$ cat src/design/assert_macros.svh
// assertion helpers
`ifndef ASSERT_MACROS_SVH
`define ASSERT_MACROS_SVH

`define CHK_IMPL(lbl, a, c, msg) \
  lbl: assert property (@(posedge clk) disable iff (rst) (a) |-> (c)) else $error(msg);

`define CHK_NEXT(lbl, a, c, msg) \
  lbl: assert property (@(posedge clk) disable iff (rst) (a) |=> (c)) else $error(msg);

`endif

$ cat src/design/nlps_pkg.sv
package nlps_pkg;

  localparam int unsigned PosW   = 24;
  localparam int unsigned QuatW  = 16;
  localparam int unsigned YawW   = 16;
  localparam int unsigned RadW   = 49;
  localparam int unsigned DistW  = 50;
  localparam int unsigned IdxW   = 12;
  localparam int unsigned TrigW  = 16;
  localparam int unsigned HeadW  = 36;
  localparam int unsigned ProdW  = 52;

  localparam logic [14:0] SinA = 15'd25736;
  localparam logic [13:0] SinB = 14'd10512;
  localparam logic [10:0] SinC = 11'd1160;
  localparam logic [14:0] QOne = 15'd16384;

  typedef struct packed {
    logic signed [PosW-1:0]  object_x;
    logic signed [PosW-1:0]  object_y;
    logic signed [QuatW-1:0] quat_w;
    logic signed [QuatW-1:0] quat_x;
    logic signed [QuatW-1:0] quat_y;
    logic signed [QuatW-1:0] quat_z;
    logic signed [PosW-1:0]  point_x;
    logic signed [PosW-1:0]  point_y;
    logic [YawW-1:0]         point_yaw;
    logic [RadW-1:0]         point_radius_sq;
    logic                    in_junction;
    logic                    last_point;
  } point_item_t;

  typedef struct packed {
    logic                   found;
    logic [IdxW-1:0]        best_index;
    logic signed [PosW-1:0] best_x;
    logic signed [PosW-1:0] best_y;
    logic [YawW-1:0]        best_yaw;
    logic [RadW-1:0]        best_dist_sq;
  } search_result_t;

  // classified item passed from front to back
  typedef struct packed {
    logic                   keep_ok;
    logic [DistW-1:0]       sq_dist;
    logic [RadW-1:0]        radius;
    logic signed [PosW-1:0] px;
    logic signed [PosW-1:0] py;
    logic [YawW-1:0]        yaw;
    logic                   last;
  } cand_t;

endpackage

$ cat src/design/nlps_queue.sv
module nlps_queue (
  input  logic            clk,
  input  logic            rst,
  input  logic            wr_valid,
  output logic            wr_ready,
  input  nlps_pkg::cand_t wr_data,
  output logic            rd_valid,
  input  logic            rd_ready,
  output nlps_pkg::cand_t rd_data
);

  nlps_pkg::cand_t mem [2];
  logic       wp, rp;
  logic [1:0] cnt;

  assign wr_ready = cnt != 2'd2;
  assign rd_valid = cnt != 2'd0;
  assign rd_data  = mem[rp];

  always_ff @(posedge clk) begin
    if (wr_valid && wr_ready) begin
      mem[wp] <= wr_data;
    end
  end

  always_ff @(posedge clk) begin
    if (rst) begin
      wp  <= 1'b0;
      rp  <= 1'b0;
      cnt <= 2'd0;
    end else begin
      if (wr_valid && wr_ready) begin
        wp <= !wp;
      end
      if (rd_valid && rd_ready) begin
        rp <= !rp;
      end
      cnt <= cnt + 2'(wr_valid && wr_ready) - 2'(rd_valid && rd_ready);
    end
  end

endmodule

$ cat config.mk
export PLATFORM = sky130hd
export DESIGN_NAME = nlps_queue
export DESIGN_NICKNAME = d
export VERILOG_FILES = /design/src/design/assert_macros.svh /design/src/design/nlps_pkg.sv /design/src/design/nlps_queue.sv
export SDC_FILE = /design/constraint.sdc
export NUM_CORES = 1
export LEC_CHECK = 0
export BUFFER_PORTS_ARGS = -buffer_cell sky130_fd_sc_hd__buf_4
export CELL_PAD_IN_SITES_DETAIL_PLACEMENT = 1
export CELL_PAD_IN_SITES_GLOBAL_PLACEMENT = 1
export CORE_MARGIN = 3
export CORE_UTILIZATION = 35
export DETAILED_ROUTE_END_ITERATION = 16
export GPL_TIMING_DRIVEN = 0
export HOLD_SLACK_MARGIN = 0.1
export PLACE_DENSITY_LB_ADDON = 0.3
export SLEW_MARGIN = 20
export SYNTH_ARGS = -nofsm -noshare
export SYNTH_HDL_FRONTEND = slang
export SYNTH_SLANG_ARGS = --single-unit
$ cat constraint.sdc
create_clock -name clk -period 6.3 [get_ports clk]
set_input_delay 0 -clock clk [delete_from_list [all_inputs] [get_ports clk]]
set_output_delay 0 -clock clk [all_outputs]
set_load 0.01 [all_outputs]
==> summary.txt <==
Die
  – Starting density of the core: between 30% and 40%
  – Die Wd: about 190 um
  – Core ar.: roughly 34000 sq um
  – Row count: 67
  – Die footprint: around 37000 sq um
  – # IOs: 336
  – Die Span Y: a little under 200 um

Cells and area
  – Filler instances: 3158
  – Post-route insts no fill: 1568
  – Layout Nets: between 1000 and 1500
  – Share of cells above drive strength 1: 43.4%
  – FF/Latch Area: ~10000 sq um
  – Area of the multi-input gates: between 2000 and 2500 sq um
  – Layout overhead on the synthesized area: 49.7%

Global route
  – Vias in the first global route: around 7800
  – Largest net degree at the start of global routing: 93
  – Total gr overflow: 0
  – GRT Total Usage: ~16%
  – First-pass GRT wire length: 45.1 mm
  – Initial antenna violation count: 1

Place
  – Post-placement cell count: roughly 1300
  – Pre-CTS setup slack: 4.01 ns
  – IO buf count: approximately 340
  – DP HPWL: between 15 and 20 mm
  – RD Place Congestion: around 0.68

Synthesis
  – Synth async-reset ratio: 0%
  – Post-synth EDFFs: 330
  – Largest cells by area after synthesis: edfxtp_1 82%, mux2_1 8.0%, mux2_2 7.3%
  – Synth Area in Compound Gates: less than 1%
  – Ys Warns: 0
  – Post-synth cell types: 24
  – Syn Inst Count: between 500 and 600
  – Synth Area in XOR/XNOR: less than 1%
  – Synth Area per Inst: 22.4 sq um
  – Synth cell count leaders: 330 x edfxtp_1, 86 x mux2_1, 79 x mux2_2, 15 x buf_4, 5 x dfxtp_1
  – Seq/Total Area, Yosys: ~82%
  – Yosys top cell area share: 81.6%
  – Dominant cell type by area after synthesis: edfxtp_1
  – Main combinational cell family by area after synthesis: multiplexers
  – Mux cell area share after synthesis: 15.3%
  – Ys flop type: edfxtp_1
  – Flops & latches, synth: 335
  – Most common cell in the synthesized netlist: edfxtp_1
  – Synthesized area: roughly 12000 sq um
  – Adder-cell share of the synthesized area: less than 1%
  – Mapped Nets: roughly 710
  – Post-Synth Simple-Gate Area: less than 1%

Setup path
  – Crit-path leading delay family: buffers and inverters
  – Slowest CP cell: inv_8
  – CP bufs+invs: 2
  – R2R setup slack: about 4 ns
  – Critical-path cell list: nand2b_1, nand3b_1, inv_8, buf_16
  – FF-to-FF path depth: 4
  – Worst r2r dst: mem[0][32]
  – CP max stage delay: about 0.46 ns
  – Worst Setup Start Kind: register
  – Req. time, crit path: roughly 6.4 ns
  – Crit end category: register
  – Critical path class: reg -> reg
  – Worst-path fanout max: slightly above 90
  – FF-to-FF Start: cnt[0]
  – Arr. time, crit path: roughly 2.4 ns

Worst hold path
  – Hold worst-path end: mem[1][88]
  – Worst hold path type: in -> reg
  – Hold_sp: wr_data[88]
  – WHS Path Cells: 2

Clock network
  – Later-pin clock latency in the skew report: roughly 0.50 ns
  – CTS sink count: about 340
  – Clock-pin slew on the worst setup and hold paths: ~0.060 ns
  – Root Buffer: clkbuf_16
  – CTS tree: done
  – H-tree Lvls: 2
  – CTS max path bufs: 3
  – CTS Buf Count: 37
  – CTS resizes: 0

Pwr
  – Leak: 6.83 nW
  – Maximum VDD drop: about 0.21 mV
  – Power Dens Cells: 342 nW/um^2

Run
  – Max Cap Violations: 0

STA
  – Worst rel slew slack: about three fifths
  – Worst Skew: 0.00914 ns
  – Period minus WS final: 2.30 ns
  – WHS: between 0.2 and 0.25 ns
  – Final setup margin: ~4 ns
  – RSZ-0062 raised after global routing: no
  – Setup TNS Final: 0 ns
  – Tcrit/Tclk final: between 30% and 40%
  – Max Clock Freq: ~430 MHz
  – Worst slew pin tran: around 0.6 ns
  – Setup Viol. Count Final: 0
  – Hold Vio Cnt, Final: 0
  – Max-slew violations: 0

Routing
  – Post-DR vias/cell: around 4.6
  – DRT Pass-1 Iters: 4
  – Vias: 7137
  – Drt drc: 0
  – Routed Antenna Nets: 0
  – Wire length per cell: slightly below 20 um
  – Initial DRC Count: about 260
  – Final wirelength: slightly above 30 mm

Run status
  – Status: completed
## registers in the layout, summed over array words and instances (netlist names), named ones only
signal and cells:
wp 1, cnt 2, rp 1, mem 330
## placed cells by master, fill, tap and decap left out, drive strengths merged
master / synthesis / layout
mux2: 165 / 165
or2: 1 / 1
nor3: 1 / 1
nand3b: 1 / 1
nor2b: 2 / 2
xor2: 1 / 1
buf: 18 / 358
nand2b: 1 / 1
o21ai: 2 / 2
nor2: 4 / 4
o31a: 1 / 1
nand3: 1 / 1
ha: 1 / 1
edfxtp: 330 / 330
bufinv: 0 / 1
dfxtp: 5 / 5
dlygate4sd3: 0 / 170
clkinv: 0 / 10
nor4bb: 1 / 1
a21oi: 1 / 1
and3: 2 / 2
a21bo: 1 / 1
inv: 1 / 2
nor4: 1 / 1
clkbuf: 0 / 54
o21ba: 1 / 1
diode: 0 / 2
## cell families (layout without fill, tap and decap cells)
logic type,after synthesis,count (layout)
AOI/OAI and AO/OA,6,6
xor gates and xnor gates,1,1
adders and majority gates,1,1
buffers and inverters,19,595
DFF,335,335
muxes,165,165
other,0,2
and+or+nand+nor,15,15
## layout make-up
class                   instances  share of cell area (%)
clock inverters                12                   0.427
inverters                       1                  0.0619
repair buffers                510                    23.9
diodes                          2                  0.0275
multi-input cells             188                    11.1
plain buffers                  18                   0.702
well taps                     448                    3.08
flip-flops and latches        335                    55.0
clock buffers                  54                    5.73
## through the flow
stage | utilization [%] | cell area [sq um] | power (W)
final | 53.7 | 18200 | 0.00622
after global routing | 53.7 | 18200 | 0.00650
after global placement | 45.0 | 15200 | 0.00419
after detailed placement | 45.4 | 15400 | 0.00417
after CTS | 53.7 | 18200 | 0.00628
after floorplan | - | 12200 | 0.00349
## layer usage
layer / wire length [um] / track usage (%) / share of wire [%] / up-vias
met3: 2490 / 5.29 / 8.0 / 51
li1: - / - / - / 3261
met4: 818 / 5.07 / 2.6 / 0
met1: 11700 / 17.8 / 38 / 3566
met5: 0 / 0 / 0 / -
met2: 16000 / 28.7 / 52 / 259
## where the power goes
| group | internal, W | leakage, nW | switching [W] |
|---|---|---|---|
| sequential | 0.00271 | 3.13 | 0.0000500 |
| clock | 0.00119 | 0.541 | 0.000825 |
| combinational | 0.000750 | 3.16 | 0.000700 |
| total | 0.00464 | 6.83 | 0.00158 |
## repair_timing
item,in CTS,in global routing
hold buffers,170,0
endpoints found under the hold margin,350,0
setup buffers,0,0
## how the worst max path moves through the flow
stage	from	end	cells past startpoint
floorplan	cnt[0]	mem[1][0]	2
global placement	cnt[0]	mem[1][31]	2
detailed placement	cnt[0]	mem[0][31]	4
CTS	cnt[0]	mem[0][32]	4
global route	cnt[0]	mem[0][63]	4
finish	cnt[0]	mem[0][32]	4
Power figures use the tool's default switching activity.
