$ cat src/design/assert_macros.svh
// assertion helpers
`ifndef ASSERT_MACROS_SVH
`define ASSERT_MACROS_SVH

`define CHK_IMPL(lbl, a, c, msg) \
  lbl: assert property (@(posedge clk) disable iff (rst) (a) |-> (c)) else $error(msg);

`define CHK_NEXT(lbl, a, c, msg) \
  lbl: assert property (@(posedge clk) disable iff (rst) (a) |=> (c)) else $error(msg);

`endif

$ cat src/design/nlps_pkg.sv
package nlps_pkg;

  localparam int unsigned PosW   = 24;
  localparam int unsigned QuatW  = 16;
  localparam int unsigned YawW   = 16;
  localparam int unsigned RadW   = 49;
  localparam int unsigned DistW  = 50;
  localparam int unsigned IdxW   = 12;
  localparam int unsigned TrigW  = 16;
  localparam int unsigned HeadW  = 36;
  localparam int unsigned ProdW  = 52;

  localparam logic [14:0] SinA = 15'd25736;
  localparam logic [13:0] SinB = 14'd10512;
  localparam logic [10:0] SinC = 11'd1160;
  localparam logic [14:0] QOne = 15'd16384;

  typedef struct packed {
    logic signed [PosW-1:0]  object_x;
    logic signed [PosW-1:0]  object_y;
    logic signed [QuatW-1:0] quat_w;
    logic signed [QuatW-1:0] quat_x;
    logic signed [QuatW-1:0] quat_y;
    logic signed [QuatW-1:0] quat_z;
    logic signed [PosW-1:0]  point_x;
    logic signed [PosW-1:0]  point_y;
    logic [YawW-1:0]         point_yaw;
    logic [RadW-1:0]         point_radius_sq;
    logic                    in_junction;
    logic                    last_point;
  } point_item_t;

  typedef struct packed {
    logic                   found;
    logic [IdxW-1:0]        best_index;
    logic signed [PosW-1:0] best_x;
    logic signed [PosW-1:0] best_y;
    logic [YawW-1:0]        best_yaw;
    logic [RadW-1:0]        best_dist_sq;
  } search_result_t;

  // classified item passed from front to back
  typedef struct packed {
    logic                   keep_ok;
    logic [DistW-1:0]       sq_dist;
    logic [RadW-1:0]        radius;
    logic signed [PosW-1:0] px;
    logic signed [PosW-1:0] py;
    logic [YawW-1:0]        yaw;
    logic                   last;
  } cand_t;

endpackage

$ cat src/design/nlps_if.sv


interface nlps_out_if (input logic clk);
  logic                    valid;
  logic                    ready;
  nlps_pkg::search_result_t data;
  modport source (output valid, output data, input ready);
  modport sink (input valid, input data, output ready);
endinterface

$ cat src/design/nlps_back.sv
module nlps_back #(
  parameter int unsigned MAX_POINTS = 4096
) (
  input  logic            clk,
  input  logic            rst,
  input  logic            cand_valid,
  output logic            cand_ready,
  input  nlps_pkg::cand_t cand,
  nlps_out_if.source      out_ch
);

  localparam int unsigned CntW = (MAX_POINTS > 2) ? $clog2(MAX_POINTS) : 1;
  localparam logic [CntW-1:0] CntMax = CntW'(MAX_POINTS - 1);

  logic [nlps_pkg::DistW-1:0]       best_dist;
  logic signed [nlps_pkg::PosW-1:0] best_px, best_py;
  logic [nlps_pkg::YawW-1:0]        best_yaw;
  logic [CntW-1:0]                  best_slot, counter;
  logic                             hit;
  logic                             take, upd;

  assign cand_ready = !out_ch.valid || out_ch.ready;
  assign take = cand_valid && cand_ready;
  assign upd  = cand.keep_ok && (cand.sq_dist < best_dist);

  always_ff @(posedge clk) begin
    if (rst) begin
      best_dist    <= '1;
      best_px      <= '0;
      best_py      <= '0;
      best_yaw     <= '0;
      best_slot    <= '0;
      hit          <= 1'b0;
      counter      <= '0;
      out_ch.valid <= 1'b0;
    end else begin
      if (take && cand.last) begin
        out_ch.valid <= 1'b1;
      end else if (out_ch.ready) begin
        out_ch.valid <= 1'b0;
      end
      if (take) begin
        if (cand.last) begin
          out_ch.data.found        <= hit || upd;
          out_ch.data.best_index   <= upd ? 12'(counter) : (hit ? 12'(best_slot) : '0);
          out_ch.data.best_x       <= upd ? cand.px : (hit ? best_px : '0);
          out_ch.data.best_y       <= upd ? cand.py : (hit ? best_py : '0);
          out_ch.data.best_yaw     <= upd ? cand.yaw : (hit ? best_yaw : '0);
          out_ch.data.best_dist_sq <= upd ? cand.sq_dist[nlps_pkg::RadW-1:0] :
                                      (hit ? best_dist[nlps_pkg::RadW-1:0] : '1);
          best_dist <= '1;
          best_px   <= '0;
          best_py   <= '0;
          best_yaw  <= '0;
          best_slot <= '0;
          hit       <= 1'b0;
          counter   <= '0;
        end else begin
          if (upd) begin
            best_dist <= cand.sq_dist;
            best_px   <= cand.px;
            best_py   <= cand.py;
            best_yaw  <= cand.yaw;
            best_slot <= counter;
            hit       <= 1'b1;
          end
          if (counter != CntMax) begin
            counter <= counter + 1'b1;
          end
        end
      end
    end
  end

endmodule
$ cat src/flat_wrapper.sv
// flat-port wrapper written by rule: the top's interface ports become plain ports
module nlps_back_flat 
#(
  parameter int unsigned MAX_POINTS = 4096
)
  (clk, rst, cand_valid, cand_ready, cand, out_ch_valid, out_ch_data, out_ch_ready);
  nlps_out_if out_ch_i (.clk(clk));
  input  logic clk;
  input  logic rst;
  input  logic cand_valid;
  output logic cand_ready;
  input  nlps_pkg::cand_t cand;
  output wire logic [$bits(out_ch_i.valid)-1:0] out_ch_valid;
  output wire logic [$bits(out_ch_i.data)-1:0] out_ch_data;
  input wire logic [$bits(out_ch_i.ready)-1:0] out_ch_ready;
  assign out_ch_valid = out_ch_i.valid;
  assign out_ch_data = out_ch_i.data;
  assign out_ch_i.ready = out_ch_ready;
  nlps_back #(.MAX_POINTS(MAX_POINTS)) u_core (.clk(clk), .rst(rst), .cand_valid(cand_valid), .cand_ready(cand_ready), .cand(cand), .out_ch(out_ch_i));
endmodule
$ cat config.mk
export PLATFORM = sky130hd
export DESIGN_NAME = nlps_back_flat
export DESIGN_NICKNAME = d
export VERILOG_FILES = /design/src/design/assert_macros.svh /design/src/design/nlps_pkg.sv /design/src/design/nlps_if.sv /design/src/design/nlps_back.sv /design/src/flat_wrapper.sv
export SDC_FILE = /design/constraint.sdc
export NUM_CORES = 1
export LEC_CHECK = 0
export BUFFER_PORTS_ARGS = -buffer_cell sky130_fd_sc_hd__buf_2
export CAP_MARGIN = 20
export CORE_ASPECT_RATIO = 0.9
export CORE_MARGIN = 10
export CORE_UTILIZATION = 40
export DETAILED_ROUTE_END_ITERATION = 10
export HOLD_SLACK_MARGIN = 0.12
export PLACE_DENSITY = 0.66
export SLEW_MARGIN = 20
export SYNTH_ARGS = -nofsm -noshare
export SYNTH_HDL_FRONTEND = slang
export SYNTH_SLANG_ARGS = --single-unit
$ cat constraint.sdc
create_clock -name clk -period 7.05 [get_ports clk]
set_input_delay 0.3525 -clock clk [delete_from_list [all_inputs] [get_ports clk]]
set_output_delay 0.3525 -clock clk [all_outputs]
set_load 0.05 [all_outputs]
==> summary.txt <==
Run status
  – Status: completed

Finish
  – Non-Filler Instances: 1747
  – Fin nets: 1581
  – Filler cells: 2420
  – Final core occ: 0.536
  – Share of layout cells above drive strength 1: 0.225
  – Area Overhead vs Synth: 31.1%
  – Final Cell Area: 15100 um^2

Synth
  – Post-Synthesis Mean Instance Area: 11.2 um^2
  – Cells after Synth: 1028
  – Synth cell count leaders: 140 x dfxtp_1, 129 x inv_1, 126 x edfxtp_1
  – Adder-Cell Fraction of Synth Area: 0.0542
  – Synth Area in XOR/XNOR: 0.00834
  – Largest family of logic cells by synthesized area: compound AO/OA/AOI/OAI gates
  – Mapped cell area: 11500 um^2
  – Multiplexer share of the synthesized area: 0.0659
  – Leading post-synthesis cells by cell area: edfxtp_1 33%, dfxtp_1 24%, mux2i_1 6.6%, a22o_1 5.8%, ha_1 5.4%
  – Synth cell types: 45
  – Post-synth ARST share: 0
  – Simple logic cell fraction of the synthesized area: 0.0805
  – Yosys top cell area share: 0.328
  – Synth Register Bits: 266
  – Synth area leader: edfxtp_1
  – Ys Warns: 0
  – Post-synth top flop: dfxtp_1
  – Post-synthesis compound-gate area fraction: 0.151
  – Register area share after synthesis: 0.570
  – EDFF count, synth: 126
  – Mapped Nets: 1247
  – Most frequent cell after synthesis: dfxtp_1

GRT
  – Largest net degree at the start of global routing: 109
  – Vias in the first global route: 8871
  – Aggregate global routing overflow: 0
  – Total GRT Usage: 0.168
  – Initial antenna violation count: 2
  – First-pass GRT wire length: 49600 um

Die
  – # rows: 58
  – Die Span X: 199 um
  – Die H: 181 um
  – Io pins: 297
  – Initial Utilization: 0.409
  – Core area: 28200 um^2
  – DIE AREA: 36100 um^2

Setup path
  – Crit-path max cell delay: 1.20 ns
  – Startpoint Class: input port
  – CP Data Arrival Time: 4.48 ns
  – CP most frequent cell: a211o_1
  – Crit path required time: 7.45 ns
  – Crit-path max FO: 52
  – Reg2reg setup slack: 3.11 ns
  – Slowest-stage cell, CP: or4_2
  – Crit path cell chain: dlygate4sd3_1 -> buf_2 -> ha_1 -> a211o_1 -> a21oi_1 -> o21ai_1 -> a211o_1 -> a311o_2 -> buf_4 -> or4_2 -> a2bb2oi_1
  – Worst setup path class: input port to flip-flop
  – Critical Path Sink Type: flip-flop

Pwr
  – Power consumption: 3.58 mW
  – Pwr/cell area: 236 nW/um^2
  – Leakage Power: 6.82 nW
  – Maximum VDD drop: 0.166 mV

Clock network
  – Clock transition at path regs: 0.06 ns
  – CTS root buffer: clkbuf_16
  – Clock Path Buffers: 3
  – TritonCTS sink count: 266
  – CTS H-tree depth: 1
  – Num CTS Buffers: 29
  – Worst-skew pair later-pin latency: 0.55 ns
  – CTS tree: yes
  – Resized Gates After CTS: 0

Drt
  – Total Wirelength: 31500 um
  – Post-route DRC: 0
  – Antenna-violating nets left: 0
  – Via count: 9057
  – WL/cell: 18.0 um
  – Drt pass-1 iters: 5
  – Initial DRC count: 525
  – Via-to-Cell Ratio: 5.18

Timing
  – RSZ-0062 raised after global routing: no
  – Final setup vio count: 0
  – Hold WS: 0.155 ns
  – Setup WS post-layout: 2.97 ns
  – Max Slew Vio Count: 0
  – Highest Clock Rate: 0.245 GHz
  – Setup skew after layout: 0.0136 ns
  – Tcrit/Tclk final: 0.579
  – Worst slew pin tran: 1.11 ns
  – TNS Setup: 0 ns
  – Min cycle time layout: 4.08 ns
  – Slew margin rel.: 0.259
  – Final hold viol count: 0

Placement
  – Port Buffer Count: 247
  – Area post-placement: 13000 um^2
  – Dpl cells: 1576
  – Place WS: 2.93 ns
  – Gpl congestion: 0.795
  – Post-DP HPWL: 19700 um

Run
  – Maxcap violations: 0

Min path
  – Type of the worst min-delay path: input port to flip-flop
## per-layer routing
layer  vias up  wire, um  global-route usage
met5         -         0                   0
met4         0       806              0.0515
met3        47      1850              0.0288
met2       251     15100               0.279
met1      4383     13700               0.216
li1       4376         -                   -
## path summary, 6_finish.rpt
kind | startpoint | endpoint | depth (start not counted)
worst min-delay path | rst | u_core.counter[1] | 2
worst max-delay path | cand[117] | u_core.best_dist[4] | 11
worst min register to register | u_core.best_dist[49] | u_core.best_dist[49] | 2
worst max register to register | u_core.best_dist[3] | u_core.best_dist[4] | 10
## state kept, by name, indices dropped and copies added, names as in the netlist
signal / count
u_core.best_py: 24
u_core.best_px: 24
u_core.counter: 12
u_core.hit: 1
u_core.out_ch.data: 126
u_core.best_slot: 12
u_core.best_dist: 50
u_core.out_ch.valid: 1
u_core.best_yaw: 16
## cells in the final DEF, fill, tap and decap left out, drive strengths merged, types with 5 or more instances in the layout
cell type	n
clkinv	12
buf	257
nand4	12
nor3	53
dfxtp	140
a31oi	49
edfxtp	126
nand2	93
dlygate4sd3	115
nand2b	5
mux2i	76
a21oi	23
a22o	76
nor2	20
xnor2	11
nand3	5
ha	50
o21ai	8
inv	130
a2bb2oi	50
clkbuf	39
a21o	5
## cells by family after synthesis
logic type	after synthesis
xor+xnor	11
flops	266
buf+inv	198
mux	76
compound gates	224
simple gates	203
fa+ha+maj	50
## power by group
part / internal, mW / switching, mW / leakage (nW)
clock: 0.881 / 0.616 / 0.471
combinational: 0.154 / 0.244 / 4.04
sequential: 1.66 / 0.0214 / 2.31
total: 2.70 / 0.881 / 6.82
## layout make-up
type | instances | area, um^2 | share of cell area
sequential | 266 | 6590 | 0.435
clock inverter | 15 | 129 | 0.00852
clock buffer | 39 | 815 | 0.0538
tap | 360 | 450 | 0.0298
multi-input combinational | 564 | 4170 | 0.276
timing repair buffer | 372 | 2490 | 0.164
inverter | 129 | 484 | 0.0320
antenna | 2 | 5.00 | 0.000331
## critical path, delay by kind of cell
kind / cells / cell delay, ns
AO/OA/AOI/OAI: 6 / 1.55
adder cells (fa/ha/maj): 1 / 0.30
buffers and inverters: 3 / 1.01
AND/OR/NAND/NOR: 1 / 1.20
## repair_timing
item | 4_1_cts | 5_1_grt
endpoints found under the hold margin | 115 | 0
setup buffers | 0 | 0
hold buffers | 115 | 0
No activity file was read; power rests on OpenSTA's default activity.
